[src/sfcc_pkg.sv]
`default_nettype none

package sfcc_pkg;

    // CRC-8 parameters of the sensor reply
    localparam logic [7:0] CRC_POLY = 8'h31;
    localparam logic [7:0] CRC_INIT = 8'hFF;

    // Frame layout: byte positions within one reply
    localparam logic [2:0] POS_TEMP_MSB = 3'd0;
    localparam logic [2:0] POS_TEMP_LSB = 3'd1;
    localparam logic [2:0] POS_TEMP_CRC = 3'd2;
    localparam logic [2:0] POS_HUM_MSB  = 3'd3;
    localparam logic [2:0] POS_HUM_LSB  = 3'd4;
    localparam logic [2:0] POS_HUM_CRC  = 3'd5;

    // Conversion constants (hundredths)
    localparam logic [14:0] TEMP_SPAN   = 15'd17500;
    localparam logic [15:0] TEMP_OFFSET = 16'd4500;
    localparam logic [13:0] HUM_SPAN    = 14'd10000;
    localparam logic [13:0] HUM_MAX     = 14'd10000;

    typedef enum logic [1:0] {
        STATUS_OK       = 2'd0,
        STATUS_TEMP_ERR = 2'd1,
        STATUS_HUM_ERR  = 2'd2
    } status_t;

    // One completed frame handed from the byte tracker to the converter
    typedef struct packed {
        status_t     status;
        logic [15:0] temp_code;
        logic [15:0] hum_raw;
    } frame_t;

endpackage

`default_nettype wire

[src/sensor_frame_crc_check_convert_core.sv]
// Sensor reply frame checker and converter.
// Input channel (in_valid / in_stall, rx_byte, frame_start) takes one reply
// byte per transfer: temperature MSB, LSB, CRC, humidity MSB, LSB, CRC.
// frame_start marks the first byte and restarts the count; without it the
// count wraps after the sixth byte. Each word is checked with CRC-8 (0x31,
// init 0xFF). The sixth byte yields one transfer on the output channel
// (out_valid / out_stall): status, raw words, temperature and humidity
// in hundredths. All other bytes yield nothing.
// Throughput: one byte per cycle while in_stall is low. The result of the sixth
// byte passes frame capture at the edge that takes it, the multiply stage and
// the divide correction into the output register.
// When out_stall holds, results queue in the three stages; in_stall rises
// only when all three are full, and the output payload holds steady.
// Reset clears the byte count, CRC and word state and empties the pipeline.
`default_nettype none

module sensor_frame_crc_check_convert_core
(
    input  wire logic               clk,
    input  wire logic               rst_n,
    input  wire logic               in_valid,
    output logic                    in_stall,
    input  wire logic [7:0]         rx_byte,
    input  wire logic               frame_start,
    output logic                    out_valid,
    input  wire logic               out_stall,
    output logic [1:0]              status,
    output logic [15:0]             temp_code,
    output logic [15:0]             hum_raw,
    output logic signed [14:0]      temp_centi,
    output logic [13:0]             hum_centi
);

    logic             accept;
    logic             done;
    logic             conv_ready;
    sfcc_pkg::frame_t frame;

    assign in_stall = !conv_ready;
    assign accept   = in_valid && conv_ready;

    // Byte tracking and CRC check
    sfcc_frame u_frame
    (
        .clk         (clk),
        .rst_n       (rst_n),
        .accept      (accept),
        .rx_byte     (rx_byte),
        .frame_start (frame_start),
        .done        (done),
        .frame       (frame)
    );

    // Fixed-point conversion pipeline
    sfcc_convert u_convert
    (
        .clk        (clk),
        .rst_n      (rst_n),
        .load       (accept && done),
        .frame      (frame),
        .ready      (conv_ready),
        .out_valid  (out_valid),
        .out_stall  (out_stall),
        .status     (status),
        .temp_code  (temp_code),
        .hum_raw    (hum_raw),
        .temp_centi (temp_centi),
        .hum_centi  (hum_centi)
    );

endmodule

`default_nettype wire

[src/sfcc_frame.sv]
`default_nettype none

module sfcc_frame
(
    input  wire logic             clk,
    input  wire logic             rst_n,
    input  wire logic             accept,
    input  wire logic [7:0]       rx_byte,
    input  wire logic             frame_start,
    output logic                  done,
    output sfcc_pkg::frame_t      frame
);

    logic [2:0]  pos_reg, pos_next;
    logic [7:0]  crc_reg, crc_next;
    logic [15:0] temp_reg, temp_next;
    logic [7:0]  hum_hi_reg, hum_hi_next;
    logic [7:0]  hum_lo_reg, hum_lo_next;
    logic        temp_ok_reg, temp_ok_next;
    logic [2:0]  eff_pos;

    // Bitwise CRC-8, MSB first, fully unrolled over one byte
    function automatic logic [7:0] crc8_byte(input logic [7:0] crc_in, input logic [7:0] data);
        logic [7:0] c;
        c = crc_in ^ data;
        for (int i = 0; i < 8; i++) begin
            if (c[7])
                c = {c[6:0], 1'b0} ^ sfcc_pkg::CRC_POLY;
            else
                c = {c[6:0], 1'b0};
        end
        return c;
    endfunction

    // Frame start or an out-of-range count restarts at the first byte
    assign eff_pos = (frame_start || pos_reg > sfcc_pkg::POS_HUM_CRC) ?
                     sfcc_pkg::POS_TEMP_MSB : pos_reg;

    // Byte tracking and CRC update
    always_comb
    begin
        crc_next     = crc_reg;
        temp_next    = temp_reg;
        hum_hi_next  = hum_hi_reg;
        hum_lo_next  = hum_lo_reg;
        temp_ok_next = temp_ok_reg;
        pos_next     = eff_pos + 3'd1;
        done         = 1'b0;
        unique case (eff_pos)
            sfcc_pkg::POS_TEMP_MSB:
            begin
                temp_next = {rx_byte, 8'h00};
                crc_next  = crc8_byte(sfcc_pkg::CRC_INIT, rx_byte);
            end
            sfcc_pkg::POS_TEMP_LSB:
            begin
                temp_next = {temp_reg[15:8], rx_byte};
                crc_next  = crc8_byte(crc_reg, rx_byte);
            end
            sfcc_pkg::POS_TEMP_CRC:
            begin
                temp_ok_next = (crc_reg == rx_byte);
                crc_next     = sfcc_pkg::CRC_INIT;
            end
            sfcc_pkg::POS_HUM_MSB:
            begin
                hum_hi_next = rx_byte;
                crc_next    = crc8_byte(sfcc_pkg::CRC_INIT, rx_byte);
            end
            sfcc_pkg::POS_HUM_LSB:
            begin
                hum_lo_next = rx_byte;
                crc_next    = crc8_byte(crc_reg, rx_byte);
            end
            default:
            begin
                // last byte: frame complete
                done     = 1'b1;
                pos_next = sfcc_pkg::POS_TEMP_MSB;
                crc_next = sfcc_pkg::CRC_INIT;
            end
        endcase
    end

    // Completed frame; temperature error wins over humidity error
    always_comb
    begin
        frame.temp_code = temp_reg;
        frame.hum_raw   = {hum_hi_reg, hum_lo_reg};
        if (!temp_ok_reg)
            frame.status = sfcc_pkg::STATUS_TEMP_ERR;
        else if (crc_reg != rx_byte)
            frame.status = sfcc_pkg::STATUS_HUM_ERR;
        else
            frame.status = sfcc_pkg::STATUS_OK;
    end

    always_ff @(posedge clk or negedge rst_n)
    begin
        if (!rst_n)
        begin
            pos_reg     <= sfcc_pkg::POS_TEMP_MSB;
            crc_reg     <= sfcc_pkg::CRC_INIT;
            temp_reg    <= '0;
            hum_hi_reg  <= '0;
            hum_lo_reg  <= '0;
            temp_ok_reg <= 1'b0;
        end
        else if (accept)
        begin
            pos_reg     <= pos_next;
            crc_reg     <= crc_next;
            temp_reg    <= temp_next;
            hum_hi_reg  <= hum_hi_next;
            hum_lo_reg  <= hum_lo_next;
            temp_ok_reg <= temp_ok_next;
        end
    end

endmodule

`default_nettype wire

[src/sfcc_convert.sv]
`default_nettype none

module sfcc_convert
(
    input  wire logic                clk,
    input  wire logic                rst_n,
    input  wire logic                load,
    input  wire sfcc_pkg::frame_t    frame,
    output logic                     ready,
    output logic                     out_valid,
    input  wire logic                out_stall,
    output logic [1:0]               status,
    output logic [15:0]              temp_code,
    output logic [15:0]              hum_raw,
    output logic signed [14:0]       temp_centi,
    output logic [13:0]              hum_centi
);

    // Stage 1: frame fields
    logic              s1_valid_reg;
    sfcc_pkg::frame_t  s1_frame_reg;
    // Stage 2: scaled products
    logic              s2_valid_reg;
    sfcc_pkg::frame_t  s2_frame_reg;
    logic [30:0]       t_prod_reg;
    logic [29:0]       h_prod_reg;
    // Output register
    logic              out_valid_reg;
    logic [1:0]        status_reg;
    logic [15:0]       temp_code_reg;
    logic [15:0]       hum_raw_reg;
    logic [14:0]       temp_centi_reg;
    logic [13:0]       hum_centi_reg;

    logic              out_ready, s2_ready, s1_ready;
    logic [15:0]       t_quot, h_quot;
    logic [15:0]       t_signed;
    logic [13:0]       h_clamped;

    // floor(x / 65535): x>>16 is at most one short; remainder check fixes it
    function automatic logic [15:0] div65535(input logic [30:0] x);
        logic [14:0] q0;
        logic [16:0] r0;
        q0 = x[30:16];
        r0 = {1'b0, x[15:0]} + {2'b00, q0};
        return {1'b0, q0} + ((r0 >= 17'd65535) ? 16'd1 : 16'd0);
    endfunction

    // Pipeline flow control
    assign out_ready = !out_valid_reg || !out_stall;
    assign s2_ready  = !s2_valid_reg || out_ready;
    assign s1_ready  = !s1_valid_reg || s2_ready;
    assign ready     = s1_ready;

    // Division correction, offset and clamp
    always_comb
    begin
        t_quot    = div65535(t_prod_reg);
        h_quot    = div65535({1'b0, h_prod_reg});
        t_signed  = t_quot - sfcc_pkg::TEMP_OFFSET;
        h_clamped = (h_quot > {2'b00, sfcc_pkg::HUM_MAX}) ? sfcc_pkg::HUM_MAX : h_quot[13:0];
    end

    always_ff @(posedge clk or negedge rst_n)
    begin
        if (!rst_n)
        begin
            s1_valid_reg  <= 1'b0;
            s2_valid_reg  <= 1'b0;
            out_valid_reg <= 1'b0;
        end
        else
        begin
            if (s1_ready)
                s1_valid_reg <= load;
            if (s2_ready)
                s2_valid_reg <= s1_valid_reg;
            if (out_ready)
                out_valid_reg <= s2_valid_reg;
        end
    end

    // Payload stages
    always_ff @(posedge clk)
    begin
        if (s1_ready && load)
            s1_frame_reg <= frame;
        if (s2_ready && s1_valid_reg)
        begin
            s2_frame_reg <= s1_frame_reg;
            t_prod_reg   <= sfcc_pkg::TEMP_SPAN * s1_frame_reg.temp_code;
            h_prod_reg   <= sfcc_pkg::HUM_SPAN * s1_frame_reg.hum_raw;
        end
        if (out_ready && s2_valid_reg)
        begin
            status_reg     <= s2_frame_reg.status;
            temp_code_reg  <= s2_frame_reg.temp_code;
            hum_raw_reg    <= s2_frame_reg.hum_raw;
            temp_centi_reg <= t_signed[14:0];
            hum_centi_reg  <= h_clamped;
        end
    end

    assign out_valid  = out_valid_reg;
    assign status     = status_reg;
    assign temp_code  = temp_code_reg;
    assign hum_raw    = hum_raw_reg;
    assign temp_centi = $signed(temp_centi_reg);
    assign hum_centi  = hum_centi_reg;

endmodule

`default_nettype wire

[config.mk]
export PLATFORM = sky130hd
export DESIGN_NAME = sensor_frame_crc_check_convert_core
export DESIGN_NICKNAME = d
export VERILOG_FILES = /design/src/sfcc_pkg.sv /design/src/sensor_frame_crc_check_convert_core.sv /design/src/sfcc_frame.sv /design/src/sfcc_convert.sv
export SDC_FILE = /design/constraint.sdc
export NUM_CORES = 1
export LEC_CHECK = 0
export BUFFER_PORTS_ARGS = -buffer_cell sky130_fd_sc_hd__buf_2
export CAP_MARGIN = 0
export CELL_PAD_IN_SITES_DETAIL_PLACEMENT = 0
export CELL_PAD_IN_SITES_GLOBAL_PLACEMENT = 1
export CORE_ASPECT_RATIO = 0.8
export CORE_MARGIN = 4
export CORE_UTILIZATION = 40
export DETAILED_ROUTE_END_ITERATION = 10
export PLACE_DENSITY = 0.7
export SLEW_MARGIN = 40
export SYNTH_ARGS = -nofsm -noshare
export SYNTH_HDL_FRONTEND = slang
export SYNTH_HIERARCHICAL = 1
export SYNTH_SLANG_ARGS = --single-unit
[constraint.sdc]
create_clock -name clk -period 5.5 [get_ports clk]
set_clock_uncertainty 0.2 [all_clocks]
set_input_delay 0.275 -clock clk [delete_from_list [all_inputs] [get_ports clk]]
set_output_delay 0.275 -clock clk [all_outputs]
set_load 0.02 [all_outputs]
# --- Word-level counts from Yosys, hierarchy flattened ---
# Cells that the tools add are included.
classes:
  eq_ne: 6
  multipliers: 2
  reduce_logical: 22
  bitwise: 33
  n_mux: 66
  n_addsub: 6
  magnitude_cmp: 4
op_table:
  columns: ["op", "n"]
  rows:
  - ["2-to-1 mux 8 bit", 28]
  - ["2-to-1 mux 6 bit", 30]
  - ["inverter 3 bit", 30]
  - ["greater-or-equal comparator 17 x 16 -> 1 bit (second input constant)", 2]
  - ["one-hot mux 16 bit (2 select lines)", 1]
  - ["one-hot mux 8 bit (4 select lines)", 1]
  - ["multiplier 13 x 16 -> 29 bit (first input constant)", 1]
  - ["multiplier 10 x 16 -> 26 bit (first input constant)", 1]
  - ["adder 16 x 14 -> 17 bit", 1]
  - ["adder 16 x 15 -> 17 bit", 1]
  - ["adder 14 x 16 -> 16 bit", 1]
  - ["greater-than comparator 16 x 14 -> 1 bit (second input constant)", 1]
  - ["adder 15 bit", 1]
  - ["subtractor 15 x 13 -> 15 bit (second input constant)", 1]
  - ["== test 8 bit", 1]
  - ["inequality test 8 bit", 1]
  - ["inverter 8 bit", 1]
  - ["AND reduction 2 bit", 4]
  - ["bitwise XOR 8 bit", 1]
  - ["== test 3 x 2 -> 1 bit (second input constant)", 2]
  - ["2-to-1 mux 3 bit", 2]
  - ["logical AND 1 bit", 5]
  - ["logical NOT 1 bit", 5]
  - ["OR reduction 5 bit", 1]
  - ["11 further kinds", 16]
totals:
  register_bits: 233
  out_inout_bits: 65
  input_bits: 13

# --- Longest topological paths before layout ---
logic_depth:
  depth_word: 26
  mapped_depth: 20

# --- Modules after synthesis ---
# The synthesis kept the hierarchy.
by_module_without_submodules:
  columns: ["module", "area_each_um2", "cells_each", "seq_area_each_um2", "n_inst"]
  rows:
  - ["sfcc_convert", 13457.9, 1160, 5510.3, 1]
  - ["sfcc_frame", 2299.7, 188, 1111.1, 1]
  - ["sensor_frame_crc_check_convert_core", 17.5, 3, 0.0, 1]

# --- Least setup slack after synthesis ---
# Ideal clock, no wire load.
synth_timing:
  path_kind: "register to register"
  startpoint: "reg u_convert.out_valid_reg, in the netlist u_convert/out_valid"
  endpoint: "reg u_convert.hum_centi_reg[0], in the netlist u_convert/hum_centi[0] (enable)"
  n_path_buf: 0
  path_stages_with_launch: 2
  t_arrival_ns: 5.051
  path_slack_ns: -0.331
  period_less_slack_ns: 5.831
  path_cell_list: "dfrtp_1 a21boi_0"
synth_between:
  elab_chain_cells: 3
synth_lines:
  columns: ["item", "line_no", "source"]
  rows:
  - ["start: declaration", "sfcc_convert.sv:28", "logic out_valid_reg;"]
  - ["start signal: assignment", "sfcc_convert.sv:79", "out_valid_reg <= s2_valid_reg;"]
  - ["logical NOT 1 bit", "sfcc_convert.sv:50", "assign out_ready = !out_valid_reg || !out_stall;"]
  - ["logical OR 1 bit", "sfcc_convert.sv:50", null]
  - ["logical AND 1 bit", "sfcc_convert.sv:94", "if (out_ready && s2_valid_reg)"]
  - ["end signal: assignment", "sfcc_convert.sv:100", "hum_centi_reg <= h_clamped;"]
  - ["end: declaration", "sfcc_convert.sv:33", "logic [13:0] hum_centi_reg;"]
# No other way between the ends.
# A chain may end at the register's enable or synchronous reset.

# --- Worst setup path in the final report ---
layout_timing:
  startpoint: "reg u_convert/s1_frame_reg[20] (netlist bit)"
  endpoint: "reg u_convert.t_prod_reg[30], data pin"
layout_between:
  elab_chain_cells: 1
layout_lines:
  columns: ["item", "line_no", "source"]
  rows:
  - ["start: declaration", "sfcc_convert.sv:21", "sfcc_pkg::frame_t s1_frame_reg;"]
  - ["start signal: assignment", "sfcc_convert.sv:87", "s1_frame_reg <= frame;"]
  - ["multiplier 13 x 16 -> 29 bit", "sfcc_convert.sv:91", "t_prod_reg <= sfcc_pkg::TEMP_SPAN * s1_frame_reg.temp_code;"]
  - ["end signal: assignment", "sfcc_convert.sv:91", null]
  - ["end: declaration", "sfcc_convert.sv:25", "logic [30:0] t_prod_reg;"]
# No other way between the ends.

==> flow_summary_export.csv <==
group,metric,value,unit
placed_design,io_buffers,77,
clocking,cts_setup_buffers,0,
route,totalWireLength,32270,µm
clocking,cts_tree,"built",
timing,worst_pin_slew,741.0,ps
pwr,peakVddDrop,243.0,µV
timing,period_share,94.76,%
timing,setup_violations,0,
grt,grt_pass1_vias,10050,
clocking,numClockSinks,228,
logic_synthesis,synth-edff-count,181,
timing,fin_crit,5212,ps
die,dieWidth,230.0,µm
cells_and_area,synthToLayoutAreaGrowth,12.71,%
die,start_util,40.87,%
clocking,clock_path_buffers,3,
logic_synthesis,yosys_register_bits,228,
die,num_rows,64,
cells_and_area,fill_cells,3616,
logic_synthesis,synth_top_cell_area_share,34.45,%
run,maxCapViolCount,0,
pwr,totalPowerFinal,8.424,mW
die,core,38600,µm²
pwr,cellPowerDensity,473.8,nW/µm²
clocking,cts_root_buffer,"clkbuf_16",
route,route.detailed.drc,0,
cells_and_area,drive_gt1_share,13.26,%
pwr,p_sw_share,38.55,%
cells_and_area,antenna_cells,0,
cells_and_area,fin_util,46.07,%
logic_synthesis,syn_inst,1351,
pwr,p_comb_share,48.7,%
die,dieArea,42700,µm²
route,via_per_inst,4.949,
die,io_pins,78,
grt,grt_use_met1,23.58,%
logic_synthesis,ys_warn_count,6,
logic_synthesis,synthTopCellsByArea,"edfxtp_1 34%, ha_1 16%, fa_1 10%",
worst_setup_path,cp-end-kind,"flip-flop",
worst_setup_path,worst_setup_path_start_kind,"flip-flop",
worst_setup_path,cp.arrival,5280,ps
timing,setup_tns,0,ps
clocking,clk_latency,540,ps
grt,overflow,0,
logic_synthesis,synth_ff_type,"edfxtp_1",
hold_path,hold_class,"in -> reg",
clocking,h-tree-depth,1,
route,final_antenna_net_count,0,
placed_design,dp_hpwl,24400,µm
worst_setup_path,critPathMaxFanout,6,
grt,grt_pass1_wl,53360,µm
timing,rsz0062_at_grt,"false",
cells_and_area,final_nets,1753,
worst_setup_path,critPathRequiredTime,5570,ps
logic_synthesis,synthArstFlopShare,20.61,%
clocking,cts-buffers-inserted,27,
timing,slew_headroom,49.19,%
timing,fmax,191.9,MHz
route,drtIter0Drc,488,
route,first_pass_iters,4,
route,vias,9927,
pwr,cell_internal_pwr,5.176,mW
logic_synthesis,yosysTopAreaCell,"edfxtp_1",
timing,hold_viol,0,
pwr,power_switching,3.248,mW
logic_synthesis,synth_area_per_cell,11.68,µm²
grt,grt_max_degree,48,
grt,grt_usage,15.39,%
logic_synthesis,ys_seq_area_share,41.97,%
timing,drv_slew,0,
logic_synthesis,synth_area,15780,µm²
pwr,clockPowerShare,20.5,%
grt,use_met2,23.11,%
die,fp.dieH,185.6,µm
placed_design,place_congestion,0.8699,
clocking,clkTransAtPathRegs,60,ps
worst_setup_path,path_class,"reg -> reg",
grt,grtUsageMet3,2.218,%
pwr,p_leak,8.023,nW
grt,antenna_found_initial,0,
grt,top_usage_layer,"met1",
pwr,seq_power_share,30.8,%
logic_synthesis,syn-num-nets,1646,
logic_synthesis,yosysUniqueCellTypes,84,
route,routedWlPerCell,16.09,µm
run_status,status,"finished clean",
## stage by stage
stage | setup WS, ps | instance area, µm² | std cells | hold slack [ps]
CTS | 298.9 | 17760 | 2005 | 3.219
floorplan | 710.6 | 15780 | 1351 | -220.6
global route | 6.918 | 17780 | 2006 | 9.651
finish | 288.1 | 17780 | 2006 | 27.26
global placement | 376.4 | 16790 | 1945 | 201.2
detailed placement | 297.7 | 16790 | 1945 | 206.1
## worst max-delay path, cell delays in order (launching register included)
cell and delay (ps):
edfxtp_1 520, ha_1 330, inv_1 50, fa_1 490, inv_1 40, ha_1 280
ha_1 280, inv_1 50, fa_1 520, inv_1 60, fa_1 480, a211oi_1 260
nor2_1 130, o311a_1 340, o31ai_2 340, a311oi_1 160, a21oi_1 250, o21ai_0 150
## power groups by stage
stage / Combinational (mW) / Clock, mW / Sequential (mW)
6_report: 4.10 / 1.73 / 2.59
5_1_grt: 4.70 / 1.85 / 2.63
4_1_cts: 4.11 / 1.79 / 2.60
3_5_place_dp: 4.06 / 0 / 2.63
3_3_place_gp: 4.05 / 0 / 2.63
2_1_floorplan: 3.16 / 0 / 2.59
## path summary, 6_finish.rpt
kind | slack (ps) | end | cells after the start | startpoint
hold reg to reg | 210 | u_convert/temp_code[5] | 0 | u_convert/s2_frame_reg[21]
setup reg to reg | 290 | u_convert/t_prod_reg[30] | 17 | u_convert/s1_frame_reg[20]
hold / removal | 30 | u_frame/temp_reg[7] | 2 | rx_byte[7]
setup / recovery | 290 | u_convert/t_prod_reg[30] | 17 | u_convert/s1_frame_reg[20]
max in group asynchronous | 4490 | u_frame/temp_reg[15] | 3 | rst_n
min in group asynchronous | 190 | u_frame/hum_hi_reg[7] | 3 | rst_n
## cell usage after synthesis (all sizes together), types with 3 or more instances
library cell	instances
o32a	6
nand3b	3
a21o	26
o21ai	35
xor2	32
nor3b	5
a31oi	7
a21oi	54
a41oi	3
o21bai	5
clkbuf	9
nand2	44
and3	11
a31o	6
mux2	29
dfstp	8
nand2b	12
or3	6
ha	200
dfrtp	39
nor2	61
nor3	14
a22o	8
buf	8
a211oi	19
or2	5
o2111ai	3
fa	82
mux2i	4
nand3	20
xnor2	66
nor4	8
nand4	12
nor2b	5
o31ai	3
and2	10
o21a	6
o211ai	11
inv	252
edfxtp	181
## per-layer routing
metal | vias up | part of all wire (%)
li1 | 4931 | -
met4 | 0 | 2.3
met1 | 4803 | 53
met5 | - | 0
met2 | 149 | 42
met3 | 44 | 3.3
## cell families (layout without fill, tap and decap cells)
group	count (synthesis)	count (layout)	synth area share, %
buffers and inverters	269	396	6.591
and+or+nand+nor	219	219	7.297
AOI/OAI and AO/OA	220	220	9.677
muxes	33	33	2.324
DFF	228	228	41.97
xor gates and xnor gates	100	100	5.869
adders and majority gates	282	282	26.27
## timing repair
item | 4_1_cts | 5_1_grt
resized for setup | 0 | 3
setup endpoints to repair | 0 | 7
endpoints found under the hold margin | 67 | 0
hold buffers | 11 | 0
## cell usage in the layout, fill, tap and decap left out, types with 7 or more instances in the layout
cell,count
inv_1,252
ha_1,200
edfxtp_1,181
fa_1,82
buf_2,77
xnor2_1,64
nor2_1,60
a21oi_1,52
nand2_1,44
dfrtp_1,39
o21ai_0,33
xor2_1,31
mux2_2,29
clkbuf_16,28
a21o_1,26
a211oi_1,19
nand3_1,19
nor3_1,13
and3_1,11
dlygate4sd3_1,11
o211ai_1,11
nand4_1,11
nand2b_1,9
and2_1,8
a22o_1,8
dfstp_2,8
a31oi_1,7
nor4_1,7
## area by class of cell
class / count / area [µm²] / area share (%)
Clock buffer: 35 / 747.0 / 4.201
Clock inverter: 14 / 112.6 / 0.6333
Inverter: 252 / 945.9 / 5.320
Multi-Input combinational cell: 854 / 8138 / 45.77
Sequential cell: 228 / 6621 / 37.24
Tap cell: 528 / 660.6 / 3.715
Timing Repair Buffer: 95 / 555.5 / 3.124
Power figures use the tool's default switching activity.
